## config.mk

```make
export PLATFORM = sky130hd
export DESIGN_NAME = epoch_seconds_to_calendar
export DESIGN_NICKNAME = d
export VERILOG_FILES = /design/src/rtl/ecal_pkg.sv /design/src/rtl/epoch_seconds_to_calendar.sv /design/src/rtl/ecal_div.sv /design/src/rtl/ecal_dp.sv /design/src/rtl/ecal_ctrl.sv
export SDC_FILE = /design/constraint.sdc
export NUM_CORES = 2
export LEC_CHECK = 0
export BUFFER_PORTS_ARGS = -buffer_cell sky130_fd_sc_hd__buf_2
export CAP_MARGIN = 20
export CORE_MARGIN = 1
export CORE_UTILIZATION = 50
export DETAILED_ROUTE_END_ITERATION = 12
export GPL_ROUTABILITY_DRIVEN = 1
export PLACE_DENSITY_LB_ADDON = 0.15
export SLEW_MARGIN = 10
export SYNTH_ARGS = -nofsm -noshare
export SYNTH_HDL_FRONTEND = slang
export SYNTH_SLANG_ARGS = --single-unit
```

## constraint.sdc

```tcl
create_clock -name aclk -period 10.2 [get_ports aclk]
set_input_delay 0.51 -clock aclk [delete_from_list [all_inputs] [get_ports aclk]]
set_output_delay 0.51 -clock aclk [all_outputs]
set_load 0.01 [all_outputs]
```

## src/rtl/ecal_pkg.sv

```systemverilog
// Shared types, constants and the month-length function of the epoch
// seconds to calendar converter. No dependencies.
package ecal_pkg;

    localparam logic [17:0] DAY_SECS    = 18'd86400;
    localparam logic [17:0] ERA_DAYS    = 18'd146097;
    localparam logic [17:0] ERA_LAST    = 18'd146096;
    // floor(2^34 / divisor), used for the quotient digit estimates
    localparam logic [17:0] DAY_RECIP   = 18'd198841;
    localparam logic [17:0] ERA_RECIP   = 18'd117592;
    // 86399 plus the six-hour shift, used when the day count was negative
    localparam logic [17:0] TOD_NEG_BASE = 18'd107999;
    localparam logic [17:0] EPOCH_SHIFT = 18'd21600;
    localparam logic [16:0] TOD_SECS    = 17'd86400;
    localparam logic [16:0] HOUR_SECS   = 17'd3600;
    localparam logic [16:0] MIN_SECS    = 17'd60;
    // days from 0000-03-01 to 1945-08-15, proleptic Gregorian
    localparam int          EPOCH_DAY_FROM_MARCH0 = 710563;
    localparam logic [11:0] BASE_YEAR   = 12'd1945;
    localparam logic [8:0]  YEAR_DAYS   = 9'd365;
    localparam logic [8:0]  YOE_LAST    = 9'd399;
    localparam logic [6:0]  CENT_LAST   = 7'd99;
    // month index counts from March
    localparam logic [3:0]  MP_JAN      = 4'd10;
    localparam logic [3:0]  MP_FEB      = 4'd11;

    typedef enum logic [3:0] {
        ST_IDLE,
        ST_DAY_START,
        ST_DAY_DIV,
        ST_TOD,
        ST_WRAP,
        ST_ERA_START,
        ST_ERA_DIV,
        ST_ERA,
        ST_YEAR,
        ST_MONTH,
        ST_HOUR,
        ST_MINUTE,
        ST_OUT
    } ecal_state_t;

    typedef struct packed {
        logic load;
        logic div_start;
        logic div_era;
        logic tod_set;
        logic tod_wrap;
        logic era_set;
        logic year_step;
        logic month_step;
        logic hour_step;
        logic minute_step;
    } ecal_cmd_t;

    typedef struct packed {
        logic div_busy;
        logic year_more;
        logic month_more;
        logic hour_more;
        logic minute_more;
    } ecal_sts_t;

    // first member in the highest bits: year ends up lowest
    typedef struct packed {
        logic [5:0]  second;
        logic [5:0]  minute;
        logic [4:0]  hour;
        logic [4:0]  day;
        logic [3:0]  month;
        logic [11:0] year;
    } ecal_res_t;

    localparam int RES_W     = $bits(ecal_res_t);
    localparam int M_TDATA_W = ((RES_W + 7) / 8) * 8;

    function automatic logic [4:0] month_days(input logic [3:0] mp, input logic leap);
        logic [4:0] len;
        unique case (mp)
            4'd1, 4'd3, 4'd6, 4'd8: len = 5'd30;  // Apr, Jun, Sep, Nov
            MP_FEB:                 len = leap ? 5'd29 : 5'd28;
            default:                len = 5'd31;
        endcase
        return len;
    endfunction

endpackage

```

## src/rtl/epoch_seconds_to_calendar.sv

```systemverilog
// Epoch seconds to calendar converter, top level: controller, datapath
// and output register. Uses ecal_pkg, ecal_ctrl, ecal_dp.
//
// Usage:
//   s_tdata carries a signed count of seconds from 1945-08-15 06:00. Each
//   accepted transaction gives exactly one m_ transaction with the year
//   offset from 1945, month, day, and hour/minute/second after the
//   six-hour shift.
//   One item is converted at a time. After acceptance the controller runs
//   the day and era divisions (16-bit digits from the top), then walks
//   one step per whole year inside the 400-year era (0..399), per whole
//   month (0..11), per whole hour (0..23) and per whole minute (0..59)
//   before the result is loaded into the output register.
//   s_tready is high only while the controller is idle, from the cycle after
//   the result is loaded; it stays high while a finished result waits.
//   If m_tready is low, the result holds in the output register; a second
//   conversion finishes its work and then waits for that register to free.
//   Reset (aresetn low, synchronous) returns to idle and empties the output.
module epoch_seconds_to_calendar #(
    parameter int unsigned SECONDS_BITS = 36
) (
    input  logic                                   aclk,
    input  logic                                   aresetn,
    input  logic                                   s_tvalid,
    output logic                                   s_tready,
    // [SECONDS_BITS-1:0] epoch_seconds, zero padded to whole bytes
    input  logic [((SECONDS_BITS + 7) / 8) * 8-1:0] s_tdata,
    output logic                                   m_tvalid,
    input  logic                                   m_tready,
    // year_offset[11:0], month_number[15:12], day_of_month[20:16],
    // hour_of_day[25:21], minute_of_hour[31:26], second_of_minute[37:32]
    output logic [ecal_pkg::M_TDATA_W-1:0]         m_tdata
);
    import ecal_pkg::*;

    ecal_cmd_t             cmd;
    ecal_sts_t             sts;
    ecal_res_t             res;
    logic                  out_load;
    logic                  out_free;
    logic                  m_tvalid_reg;
    logic [M_TDATA_W-1:0]  m_tdata_reg;
    ecal_res_t             out_res;

    assign out_free = !m_tvalid_reg || m_tready;

    ecal_ctrl u_ctrl (
        .aclk     (aclk),
        .aresetn  (aresetn),
        .in_valid (s_tvalid),
        .out_free (out_free),
        .sts      (sts),
        .in_ready (s_tready),
        .out_load (out_load),
        .cmd      (cmd)
    );

    ecal_dp #(.W(SECONDS_BITS)) u_dp (
        .aclk    (aclk),
        .aresetn (aresetn),
        .cmd     (cmd),
        .in_secs (s_tdata[SECONDS_BITS-1:0]),
        .sts     (sts),
        .res     (res)
    );

    always_ff @(posedge aclk) begin
        if (!aresetn) begin
            m_tvalid_reg <= 1'b0;
        end else if (out_load) begin
            m_tvalid_reg <= 1'b1;
        end else if (m_tready) begin
            m_tvalid_reg <= 1'b0;
        end
    end

    always_ff @(posedge aclk) begin
        if (out_load) begin
            m_tdata_reg <= {{(M_TDATA_W - RES_W){1'b0}}, res};
        end
    end

    assign m_tvalid = m_tvalid_reg;
    assign m_tdata  = m_tdata_reg;
    assign out_res  = m_tdata_reg[RES_W-1:0];

    // one conversion at a time
    a_single_item: assert property (@(posedge aclk) disable iff (!aresetn)
        s_tvalid && s_tready |=> !s_tready)
        else $error("input taken while a conversion is running");

    // a pending result is never overwritten
    a_no_overwrite: assert property (@(posedge aclk) disable iff (!aresetn)
        out_load |-> (!m_tvalid_reg || m_tready))
        else $error("result register overwritten");

    a_date_range: assert property (@(posedge aclk) disable iff (!aresetn)
        m_tvalid_reg |-> (out_res.month >= 4'd1) && (out_res.month <= 4'd12)
                         && (out_res.day != 5'd0))
        else $error("month or day out of range");

    a_time_range: assert property (@(posedge aclk) disable iff (!aresetn)
        m_tvalid_reg |-> (out_res.hour <= 5'd23) && (out_res.minute <= 6'd59)
                         && (out_res.second <= 6'd59))
        else $error("time of day out of range");

endmodule

```

## src/rtl/ecal_div.sv

```systemverilog
// Divider by a constant of up to 18 bits: 16-bit dividend digits from the top,
// each quotient digit estimated by a reciprocal multiply and fixed by one
// compare and subtract. Depends on nothing.
module ecal_div #(
    parameter int unsigned W = 36
) (
    input  logic         aclk,
    input  logic         aresetn,
    input  logic         start,
    input  logic [W-1:0] dividend,
    input  logic [17:0]  divisor,
    // floor(2^34 / divisor)
    input  logic [17:0]  recip,
    output logic         busy,
    output logic [W-1:0] quotient,
    output logic [17:0]  remainder
);
    localparam int unsigned N_DIG = (W + 15) / 16;
    localparam int unsigned PAD_W = N_DIG * 16;
    localparam int          CNT_W = $clog2(N_DIG + 1);

    logic [CNT_W-1:0] cnt_reg, cnt_next;
    logic             fix_reg, fix_next;
    logic [PAD_W-1:0] num_reg, num_next;
    logic [PAD_W-1:0] quo_reg, quo_next;
    logic [17:0]      rem_reg, rem_next;
    logic [17:0]      dvs_reg, dvs_next;
    logic [17:0]      rcp_reg, rcp_next;
    logic [33:0]      part_reg, part_next;
    logic [15:0]      est_reg, est_next;
    logic [33:0]      part;
    logic [51:0]      est_prod;
    logic [33:0]      back_prod;
    logic [33:0]      diff;
    logic [18:0]      low_rem;
    logic             ge;

    always_comb begin
        // partial remainder is below the divisor, so the digit fits 16 bits
        part      = {rem_reg, num_reg[PAD_W-1 -: 16]};
        est_prod  = 52'(part) * 52'(rcp_reg);
        back_prod = 34'(est_reg) * 34'(dvs_reg);
        // estimate is low by at most one: remainder below twice the divisor
        diff      = part_reg - back_prod;
        low_rem   = diff[18:0];
        ge        = low_rem >= {1'b0, dvs_reg};
        cnt_next  = cnt_reg;
        fix_next  = fix_reg;
        num_next  = num_reg;
        quo_next  = quo_reg;
        rem_next  = rem_reg;
        dvs_next  = dvs_reg;
        rcp_next  = rcp_reg;
        part_next = part_reg;
        est_next  = est_reg;
        if (start) begin
            cnt_next = CNT_W'(N_DIG);
            fix_next = 1'b0;
            num_next = PAD_W'(dividend);
            quo_next = '0;
            rem_next = '0;
            dvs_next = divisor;
            rcp_next = recip;
        end else if (cnt_reg != '0) begin
            if (!fix_reg) begin
                part_next = part;
                est_next  = est_prod[49:34];
                num_next  = {num_reg[PAD_W-17:0], 16'h0000};
                fix_next  = 1'b1;
            end else begin
                quo_next = {quo_reg[PAD_W-17:0], est_reg + 16'(ge)};
                rem_next = ge ? 18'(low_rem - {1'b0, dvs_reg}) : low_rem[17:0];
                cnt_next = cnt_reg - 1'b1;
                fix_next = 1'b0;
            end
        end
    end

    always_ff @(posedge aclk) begin
        if (!aresetn) begin
            cnt_reg <= '0;
            fix_reg <= 1'b0;
        end else begin
            cnt_reg <= cnt_next;
            fix_reg <= fix_next;
        end
    end

    always_ff @(posedge aclk) begin
        num_reg  <= num_next;
        quo_reg  <= quo_next;
        rem_reg  <= rem_next;
        dvs_reg  <= dvs_next;
        rcp_reg  <= rcp_next;
        part_reg <= part_next;
        est_reg  <= est_next;
    end

    assign busy      = cnt_reg != '0;
    assign quotient  = quo_reg[W-1:0];
    assign remainder = rem_reg;

endmodule

```

## src/rtl/ecal_dp.sv

```systemverilog
// Datapath: floor divisions by day and by 400-year era, year and month
// walk inside the era, hour and minute split. Uses ecal_pkg and ecal_div.
module ecal_dp #(
    parameter int unsigned W = 36
) (
    input  logic                 aclk,
    input  logic                 aresetn,
    input  ecal_pkg::ecal_cmd_t  cmd,
    input  logic [W-1:0]         in_secs,
    output ecal_pkg::ecal_sts_t  sts,
    output ecal_pkg::ecal_res_t  res
);
    import ecal_pkg::*;

    logic [W-1:0]  secs_reg;
    logic          neg_reg;
    logic [W-1:0]  days_reg;
    logic [16:0]   tod_reg;
    logic [11:0]   era400_reg;
    logic [17:0]   doe_reg;
    logic [8:0]    yoe_reg;
    logic [1:0]    c4_reg;
    logic [6:0]    c100_reg;
    logic [3:0]    mp_reg;
    logic [4:0]    hour_reg;
    logic [5:0]    minute_reg;

    logic [W-1:0]  z;
    logic [W-1:0]  src;
    logic          src_neg;
    logic [W-1:0]  mag;
    logic [17:0]   dvs;
    logic [17:0]   rcp;
    logic          div_busy;
    logic [W-1:0]  quotient;
    logic [17:0]   remainder;
    logic [W-1:0]  q_fix;
    logic [20:0]   era_prod;
    logic          leap;
    logic [8:0]    year_len;
    logic [4:0]    month_len;

    always_comb begin
        z       = days_reg + W'(EPOCH_DAY_FROM_MARCH0);
        src     = cmd.div_era ? z : secs_reg;
        src_neg = src[W-1];
        // floor division of a negative x goes through -x-1
        mag     = src_neg ? ~src : src;
        dvs     = cmd.div_era ? ERA_DAYS : DAY_SECS;
        rcp     = cmd.div_era ? ERA_RECIP : DAY_RECIP;
        q_fix   = neg_reg ? ~quotient : quotient;
        era_prod = 21'(q_fix[11:0]) * 21'd400;
        // year yoe of the era covers March of yoe .. February of yoe+1, c4/c100 track yoe+1
        leap      = (c4_reg == 2'd0) && ((c100_reg != 7'd0) || (yoe_reg == YOE_LAST));
        year_len  = YEAR_DAYS + 9'(leap);
        month_len = month_days(mp_reg, leap);
    end

    ecal_div #(.W(W)) u_div (
        .aclk      (aclk),
        .aresetn   (aresetn),
        .start     (cmd.div_start),
        .dividend  (mag),
        .divisor   (dvs),
        .recip     (rcp),
        .busy      (div_busy),
        .quotient  (quotient),
        .remainder (remainder)
    );

    always_ff @(posedge aclk) begin
        if (cmd.load) begin
            secs_reg <= in_secs;
        end
        if (cmd.div_start) begin
            neg_reg <= src_neg;
        end
        if (cmd.tod_set) begin
            days_reg   <= q_fix;
            tod_reg    <= neg_reg ? 17'(TOD_NEG_BASE - remainder)
                                  : 17'(remainder + EPOCH_SHIFT);
            hour_reg   <= '0;
            minute_reg <= '0;
        end
        if (cmd.tod_wrap && (tod_reg >= TOD_SECS)) begin
            tod_reg  <= tod_reg - TOD_SECS;
            days_reg <= days_reg + 1'b1;
        end
        if (cmd.era_set) begin
            era400_reg <= era_prod[11:0];
            doe_reg    <= neg_reg ? (ERA_LAST - remainder) : remainder;
            yoe_reg    <= '0;
            c4_reg     <= 2'd1;
            c100_reg   <= 7'd1;
            mp_reg     <= '0;
        end
        if (cmd.year_step) begin
            doe_reg  <= doe_reg - 18'(year_len);
            yoe_reg  <= yoe_reg + 1'b1;
            c4_reg   <= c4_reg + 1'b1;
            c100_reg <= (c100_reg == CENT_LAST) ? 7'd0 : c100_reg + 1'b1;
        end
        if (cmd.month_step) begin
            doe_reg <= doe_reg - 18'(month_len);
            mp_reg  <= mp_reg + 1'b1;
        end
        if (cmd.hour_step) begin
            tod_reg  <= tod_reg - HOUR_SECS;
            hour_reg <= hour_reg + 1'b1;
        end
        if (cmd.minute_step) begin
            tod_reg    <= tod_reg - MIN_SECS;
            minute_reg <= minute_reg + 1'b1;
        end
    end

    always_comb begin
        sts.div_busy    = div_busy;
        sts.year_more   = doe_reg >= 18'(year_len);
        sts.month_more  = doe_reg >= 18'(month_len);
        sts.hour_more   = tod_reg >= HOUR_SECS;
        sts.minute_more = tod_reg >= MIN_SECS;

        res.year   = era400_reg + 12'(yoe_reg) + 12'(mp_reg >= MP_JAN) - BASE_YEAR;
        res.month  = (mp_reg < MP_JAN) ? mp_reg + 4'd3 : mp_reg - 4'd9;
        res.day    = doe_reg[4:0] + 5'd1;
        res.hour   = hour_reg;
        res.minute = minute_reg;
        res.second = tod_reg[5:0];
    end

endmodule

```

## src/rtl/ecal_ctrl.sv

```systemverilog
// Controller state machine: sequences the two divisions, the year,
// month, hour and minute walks and the result hand-off. Uses ecal_pkg.
module ecal_ctrl (
    input  logic                 aclk,
    input  logic                 aresetn,
    input  logic                 in_valid,
    input  logic                 out_free,
    input  ecal_pkg::ecal_sts_t  sts,
    output logic                 in_ready,
    output logic                 out_load,
    output ecal_pkg::ecal_cmd_t  cmd
);
    import ecal_pkg::*;

    ecal_state_t state_reg, state_next;

    always_ff @(posedge aclk) begin
        if (!aresetn) begin
            state_reg <= ST_IDLE;
        end else begin
            state_reg <= state_next;
        end
    end

    always_comb begin
        state_next = state_reg;
        cmd        = '0;
        in_ready   = 1'b0;
        out_load   = 1'b0;
        unique case (state_reg)
            ST_IDLE: begin
                in_ready = 1'b1;
                if (in_valid) begin
                    cmd.load   = 1'b1;
                    state_next = ST_DAY_START;
                end
            end
            ST_DAY_START: begin
                cmd.div_start = 1'b1;
                state_next    = ST_DAY_DIV;
            end
            ST_DAY_DIV: begin
                if (!sts.div_busy) begin
                    state_next = ST_TOD;
                end
            end
            ST_TOD: begin
                cmd.tod_set = 1'b1;
                state_next  = ST_WRAP;
            end
            ST_WRAP: begin
                cmd.tod_wrap = 1'b1;
                state_next   = ST_ERA_START;
            end
            ST_ERA_START: begin
                cmd.div_start = 1'b1;
                cmd.div_era   = 1'b1;
                state_next    = ST_ERA_DIV;
            end
            ST_ERA_DIV: begin
                if (!sts.div_busy) begin
                    state_next = ST_ERA;
                end
            end
            ST_ERA: begin
                cmd.era_set = 1'b1;
                state_next  = ST_YEAR;
            end
            ST_YEAR: begin
                if (sts.year_more) begin
                    cmd.year_step = 1'b1;
                end else begin
                    state_next = ST_MONTH;
                end
            end
            ST_MONTH: begin
                if (sts.month_more) begin
                    cmd.month_step = 1'b1;
                end else begin
                    state_next = ST_HOUR;
                end
            end
            ST_HOUR: begin
                if (sts.hour_more) begin
                    cmd.hour_step = 1'b1;
                end else begin
                    state_next = ST_MINUTE;
                end
            end
            ST_MINUTE: begin
                if (sts.minute_more) begin
                    cmd.minute_step = 1'b1;
                end else begin
                    state_next = ST_OUT;
                end
            end
            ST_OUT: begin
                if (out_free) begin
                    out_load   = 1'b1;
                    state_next = ST_IDLE;
                end
            end
            default: begin
                state_next = ST_IDLE;
            end
        endcase
    end

endmodule

```

After elaboration in Yosys (flattened, before gate mapping)
Index checks and enable logic that the tools add are counted.
{ "word_totals": {"register_bits": 368, "in_bits": 44, "output_inout_bits": 42, "wordCells": 193} }
{ "classes": {"add_sub_neg": 27, "mul": 3, "magnitude_cmp": 8, "n_eq_ne": 28, "mux": 69, "bitwise": 5, "reduce_logical": 28} }
{ "ops": {"columns": ["cell", "n"], "rows": [
  ["36-bit two-way mux", 8],
  ["18-bit two-way mux", 7],
  ["17-bit two-way mux", 5],
  ["36-bit inverter", 2],
  ["4-bit one-hot mux with 13 select lines", 1],
  ["34-bit by 18-bit multiplier with 50-bit output", 1],
  ["4-bit two-way mux", 11],
  ["36-bit by 1-bit adder with 36-bit output, second input constant", 1],
  ["36-bit by 20-bit adder with 36-bit output, second input constant", 1],
  ["4-bit equality test, second input constant", 7],
  ["1-bit two-way mux", 22],
  ["7-bit two-way mux", 3],
  ["4-bit by 3-bit equality test with 1-bit output, second input constant", 5],
  ["19-bit by 18-bit >= comparator with 1-bit output", 1],
  ["16-bit by 18-bit multiplier with 19-bit output", 1],
  ["19-bit subtractor", 1],
  ["18-bit by 5-bit >= comparator with 1-bit output", 1],
  ["18-bit by 9-bit >= comparator with 1-bit output", 1],
  ["9-bit two-way mux", 2],
  ["2-bit != test, second input constant", 9],
  ["2-bit nonzero test", 9],
  ["18-bit subtractor", 1],
  ["18-bit subtractor, first input constant", 1],
  ["18-bit by 5-bit subtractor with 18-bit output", 1],
  ["other kinds (48)", 66]
]} }

Logic depth before layout (Yosys ltp)
{ "depth": {"depth_word": 9, "ltp_mapped": 35, "mapped_depth_nobuf": 32} }

Modules after synthesis
Synthesis repeated with hierarchy kept, for this count alone.
{ "hier_totals": {"cells_unflattened": 4694, "area_unflattened_um2": 44312.5} }
{ "by_module_without_submodules": {"columns": ["mod", "instances", "cells_per_inst", "area_per_inst_um2", "seq_area_each_um2"], "rows": [
  ["ecal_div", 1, 3253, 30629.4, 4594.4],
  ["ecal_dp", 1, 1341, 12084.1, 4474.3],
  ["epoch_seconds_to_calendar", 1, 45, 1208.7, 1161.1],
  ["ecal_ctrl", 1, 55, 390.4, 80.1]
]} }

Least setup slack after synthesis
Ideal clock, no wire load.
{ "synth_path": {"path_type": "register to register", "startpoint": "register, netlist name u_dp.u_div.dvs_reg[13]", "endpoint": "register u_dp.u_div.est_reg[15], data pin", "setup_time_ns": 0.260, "arrival_time_ns": 7.035, "required_ns": 9.940, "setup_slack_ns": 2.905, "stages_incl_launch_ff": 25, "path_buffers": 2, "period_less_slack_ns": 7.295, "cell_sequence": "edfxtp_1 -> clkbuf_1 -> clkinv_1 -> clkbuf_1 -> nor2_1 -> fa_1 -> fa_1 -> fa_1 -> fa_1 -> inv_1 -> fa_1 -> inv_1 -> fa_1 -> ha_1 -> a21oi_1 -> nor2b_1 -> o41ai_1 -> a21oi_1 -> o221ai_1 -> a211oi_1 -> a2111o_1 -> o311ai_0 -> o21ai_0 -> a21oi_1 -> xnor2_1"} }
{ "synth_rtl": {"columns": ["element", "line", "rtl"], "rows": [
  ["end signal, assigned", "ecal_div.sv:96", "est_reg <= est_next;"],
  ["end, declared", "ecal_div.sv:30", "logic [15:0] est_reg, est_next;"]
]} }

Worst setup path after layout
{ "layout_path": {"startpoint": "register u_dp.u_div.dvs_reg[16]", "endpoint": "register u_dp.u_div.quo_reg[12]"} }
{ "layout_via": {"elab_chain_len": 4} }
{ "layout_lines": {"columns": ["element", "line", "rtl"], "rows": [
  ["start, declared", "ecal_div.sv:27", "logic [17:0] dvs_reg, dvs_next;"],
  ["start signal, assigned", "ecal_div.sv:93", "dvs_reg <= dvs_next;"],
  ["16-bit by 18-bit multiplier with 19-bit output", "ecal_div.sv:42", "back_prod = 34'(est_reg) * 34'(dvs_reg);"],
  ["19-bit subtractor", "ecal_div.sv:44", "diff = part_reg - back_prod;"],
  ["19-bit by 18-bit >= comparator with 1-bit output *", "ecal_div.sv:46", "ge = low_rem >= {1'b0, dvs_reg};"],
  ["16-bit by 1-bit adder with 16-bit output *", "ecal_div.sv:71", "quo_next = {quo_reg[PAD_W-17:0], est_reg + 16'(ge)};"],
  ["end signal, assigned", "ecal_div.sv:91", "quo_reg <= quo_next;"],
  ["end, declared", "ecal_div.sv:25", "logic [PAD_W-1:0] quo_reg, quo_next;"]
]} }
Mark *: on every way between the ends. The rest lies on a longest branch, timed or not.
A chain may end at the register's enable or synchronous reset.

==> summary by stage <==
Routing
The detailed-route wire length is 88950 um. The first-pass iteration count of the detailed router is 6. The first-iteration detailed-routing DRC count is 1805.

After detailed routing, the average wire length per cell comes to 20.41 um. The detail-routed via count per cell is 5.593. The number of nets with antenna violations after routing is 0. The via count is 24381. The remaining routing DRC violations is 0.

Critical path
Data arrives at the worst endpoint at 9.40 ns. On the critical path, the stage with the largest delay is an instance of sky130_fd_sc_hd__edfxtp_1. The destination of the worst register-to-register timing path is u_dp.u_div.quo_reg[12].

For the worst flop-to-flop path, the logic depth is 30. STA classifies the critical path startpoint as a flop. Of all nets on the critical path, the largest fanout is 22.

The worst setup path is of the flop to flop kind. The worst register-to-register path has a setup slack of 1.30 ns. The largest single stage delay on the critical path is 1.02 ns. For the worst setup path, the data required time is 10.70 ns. The most critical setup path has its endpoint at u_dp.u_div.quo_reg[12]. The start of the worst register-to-register path is u_dp.u_div.dvs_reg[16].

The most critical setup path has its startpoint at u_dp.u_div.dvs_reg[16]. The worst setup path is captured at a flop. The most numerous cell on the critical path is sky130_fd_sc_hd__ha_1.

Timing
The final period utilization is 87.28%. Across the routed clock network, the largest skew measured is 0.02324 ns. For the pin with the worst max-slew slack, the measured transition is 1.080 ns.

Static timing analysis puts the maximum clock frequency at 112.3 MHz. Setup repair after global routing left no endpoint under its margin. The routed design could run at a clock period as short as 8.903 ns. The setup total negative slack is 0 ns. Setup violations remaining at the end of the flow were counted as 0.

The number of pins with negative max-slew slack in the final report is 0. The final hold violation count is 0. The max-slew headroom at the worst pin is 27.99%.

Placement
The count of input and output buffers is 79. The HPWL after detailed placement is 71180 um. The final estimated routing congestion in global placement is 0.9170.

CTS
Counting the buffers created by CTS gives 41. The CTS clock-pin slew for the worst setup and hold paths is 0.06 ns. Once the clock tree was built, the resizer swapped 0 gates to a different size. The tree is rooted in a sky130_fd_sc_hd__clkbuf_16. No sink is reached through more buffers than the 3 on the longest clock path.

The H-tree depth is 2. For this design, the CTS-stage hold fixing added 0 buffers. Clock latency on the worst-skew pair, taken at its later pin, is 0.59 ns.

The post-CTS setup buffer count is 0. The clock net sink count is 334. The clock tree from TritonCTS is yes.

Synthesis
The average instance in the mapped netlist occupies 10.04 um^2. The cell type with the largest total area after synthesis is sky130_fd_sc_hd__fa_1. The leading cell type by number of instances after synthesis is sky130_fd_sc_hd__inv_1. Yosys printed 0 warnings.

Of all flip-flops after synthesis, the portion carrying an async set or reset was 0%. Counting flops with a built-in enable in the synthesized netlist gives 260. The number of distinct library cell variants in the gate-level netlist after synthesis is 85. For this run, the leading register cell type out of synthesis is sky130_fd_sc_hd__edfxtp_1.

By area the synthesized netlist is led by sky130_fd_sc_hd__fa_1 24%, sky130_fd_sc_hd__edfxtp_1 23%, sky130_fd_sc_hd__ha_1 13%. The synthesized design devotes to its leading area cell type 24.30% of total area. Of the synthesized area, sequential elements account for 26.98%. Synthesis produced a netlist whose cell count is 3431.

The number of register bits inferred by synthesis is 334. By count the netlist is led by 526 x sky130_fd_sc_hd__inv_1, 418 x sky130_fd_sc_hd__fa_1, 350 x sky130_fd_sc_hd__ha_1. The cell area after synthesis is 34430 um^2.

Finish
The register with the most flip-flops in the layout has 48 of them. The share of cells above drive strength 1 is 5.709%. The relative area change from synthesis to final layout is 7.446%. The final antenna diode count is 0. The net count reported at finish is 4265. The number of fillers in the final layout is 5997.

GRT
The number of antenna violations at the first check in global routing is 2. Entering global routing, the biggest net connects 87 pins. Global routing used 26.23% of the available tracks.

The global-route wire length before repair is 142000 um. Global routing finished with a remaining overflow of 0. The via count of the first global-routing pass was 25584.

Die
The floorplan die height is 264.4 um. The die covers 69920 um^2. For this configuration, the core starts out at a cell density of 50.91%.

The die width is 264.4 um. The core region is 67630 um^2. For this design the top-level I/O count stands at 86. The number of rows created at floorplan is 95.

Outcome
The flow ran to the end, and the final reports show no timing, DRC or antenna violations.

Job
The count of max-cap constraint violations is 0.

Worst hold path
The kind of path behind the tightest hold check is input pin to flop.
==> worst min-delay path by stage <==
stage / startpoint / endpoint / slack [ns] / cells past startpoint
floorplan: u_dp.u_div.num_reg[20] / u_dp.u_div.num_reg[36] / 0.42 / 2
global placement: u_dp.tod_reg[0] / m_tdata[32] / 0.44 / 0
detailed placement: u_dp.tod_reg[1] / m_tdata[33] / 0.44 / 0
CTS: s_tdata[11] / u_dp.secs_reg[11] / 0.07 / 1
global route: s_tdata[29] / u_dp.secs_reg[29] / 0.08 / 1
finish: s_tdata[11] / u_dp.secs_reg[11] / 0.1 / 1
==> per-stage QoR <==
| stage | util, % | worst slack, ns | area [um^2] | std cells | hold WS, ns |
|---|---|---|---|---|---|
| after floorplan | - | 2.905 | 34430 | 3432 | 0.4178 |
| after global placement | 52.76 | 1.451 | 35690 | 4283 | 0.4378 |
| after detailed placement | 52.76 | 1.357 | 35690 | 4283 | 0.4362 |
| after CTS | 54.70 | 1.324 | 36990 | 4359 | 0.06944 |
| after global routing | 54.70 | 0.7332 | 36990 | 4359 | 0.08170 |
| final | 54.70 | 1.297 | 36990 | 4359 | 0.09607 |
==> per-layer routing <==
metal / wire length, um / track usage [%] / vias up
li1: - / - / 11411
met4: 2513 / 8.014 / 2
met1: 39130 / 35.28 / 12157
met2: 42660 / 44.09 / 671
met5: 13 / 0 / -
met3: 4636 / 3.539 / 140
==> layout make-up <==
cell class / instances / area [um^2] / share of cell area (%)
timing repair buffer: 110 / 628.1 / 1.698
multi-input combinational: 2431 / 22670 / 61.27
clock buffer: 53 / 1102 / 2.980
tap: 873 / 1092 / 2.953
sequential: 334 / 9289 / 25.11
clock inverter: 23 / 205.2 / 0.5547
inverter: 535 / 2011 / 5.435
==> cell usage in the layout, fill, tap and decap left out, types with 8 or more instances in the layout <==
cell type / netlist / routed
sky130_fd_sc_hd__o21a_1: 18 / 18
sky130_fd_sc_hd__buf_2: 6 / 79
sky130_fd_sc_hd__a21oi_1: 156 / 154
sky130_fd_sc_hd__xnor2_1: 220 / 220
sky130_fd_sc_hd__o21ai_0: 135 / 134
sky130_fd_sc_hd__a211oi_1: 27 / 27
sky130_fd_sc_hd__clkbuf_1: 108 / 10
sky130_fd_sc_hd__o21ai_1: 8 / 9
sky130_fd_sc_hd__or3_1: 21 / 21
sky130_fd_sc_hd__ha_1: 350 / 350
sky130_fd_sc_hd__nor2b_1: 19 / 18
sky130_fd_sc_hd__o21bai_1: 10 / 10
sky130_fd_sc_hd__nand2_1: 272 / 271
sky130_fd_sc_hd__nand3b_1: 8 / 8
sky130_fd_sc_hd__nor3_1: 35 / 34
sky130_fd_sc_hd__a21boi_0: 9 / 9
sky130_fd_sc_hd__mux2i_1: 15 / 15
sky130_fd_sc_hd__o31ai_1: 13 / 13
sky130_fd_sc_hd__nor2_1: 257 / 257
sky130_fd_sc_hd__nand2b_1: 18 / 16
sky130_fd_sc_hd__fa_1: 418 / 418
sky130_fd_sc_hd__edfxtp_1: 260 / 260
sky130_fd_sc_hd__buf_4: 2 / 31
sky130_fd_sc_hd__inv_1: 526 / 526
sky130_fd_sc_hd__a22oi_1: 9 / 9
sky130_fd_sc_hd__nand3_1: 68 / 68
sky130_fd_sc_hd__a311oi_1: 9 / 9
sky130_fd_sc_hd__clkbuf_16: 0 / 42
sky130_fd_sc_hd__nor4_1: 18 / 17
sky130_fd_sc_hd__a31oi_1: 16 / 16
sky130_fd_sc_hd__dfxtp_1: 74 / 74
sky130_fd_sc_hd__o22ai_1: 23 / 23
sky130_fd_sc_hd__clkinv_1: 7 / 13
sky130_fd_sc_hd__nand4_1: 16 / 16
sky130_fd_sc_hd__a21o_1: 16 / 16
sky130_fd_sc_hd__o211ai_1: 16 / 16
sky130_fd_sc_hd__and3_1: 26 / 26
sky130_fd_sc_hd__xor2_1: 85 / 85
sky130_fd_sc_hd__and2_1: 32 / 31
==> worst max-delay path, delay by kind of cell, from the launching register on <==
family,cells,cell delay [ns]
compound gates,6,1.34
buf+inv,5,0.41
fa+ha+maj,10,3.76
xor+xnor,2,0.35
flops,1,1.02
simple gates,7,1.95
==> cell families after synthesis <==
kind of cell             Yosys count  share of synthesized area (%)
AND/OR/NAND/NOR                  813                          10.72
flip-flops                       334                          26.98
other                              1                        0.01089
multiplexers                      17                         0.5015
XOR/XNOR                         305                          7.759
buffers and inverters            667                          7.344
AO/OA/AOI/OAI                    526                          9.659
adder cells (fa/ha/maj)          768                          37.02
Power is not shown: default switching activity piles up to over one toggle a cycle in this logic, so the estimate is an artifact.
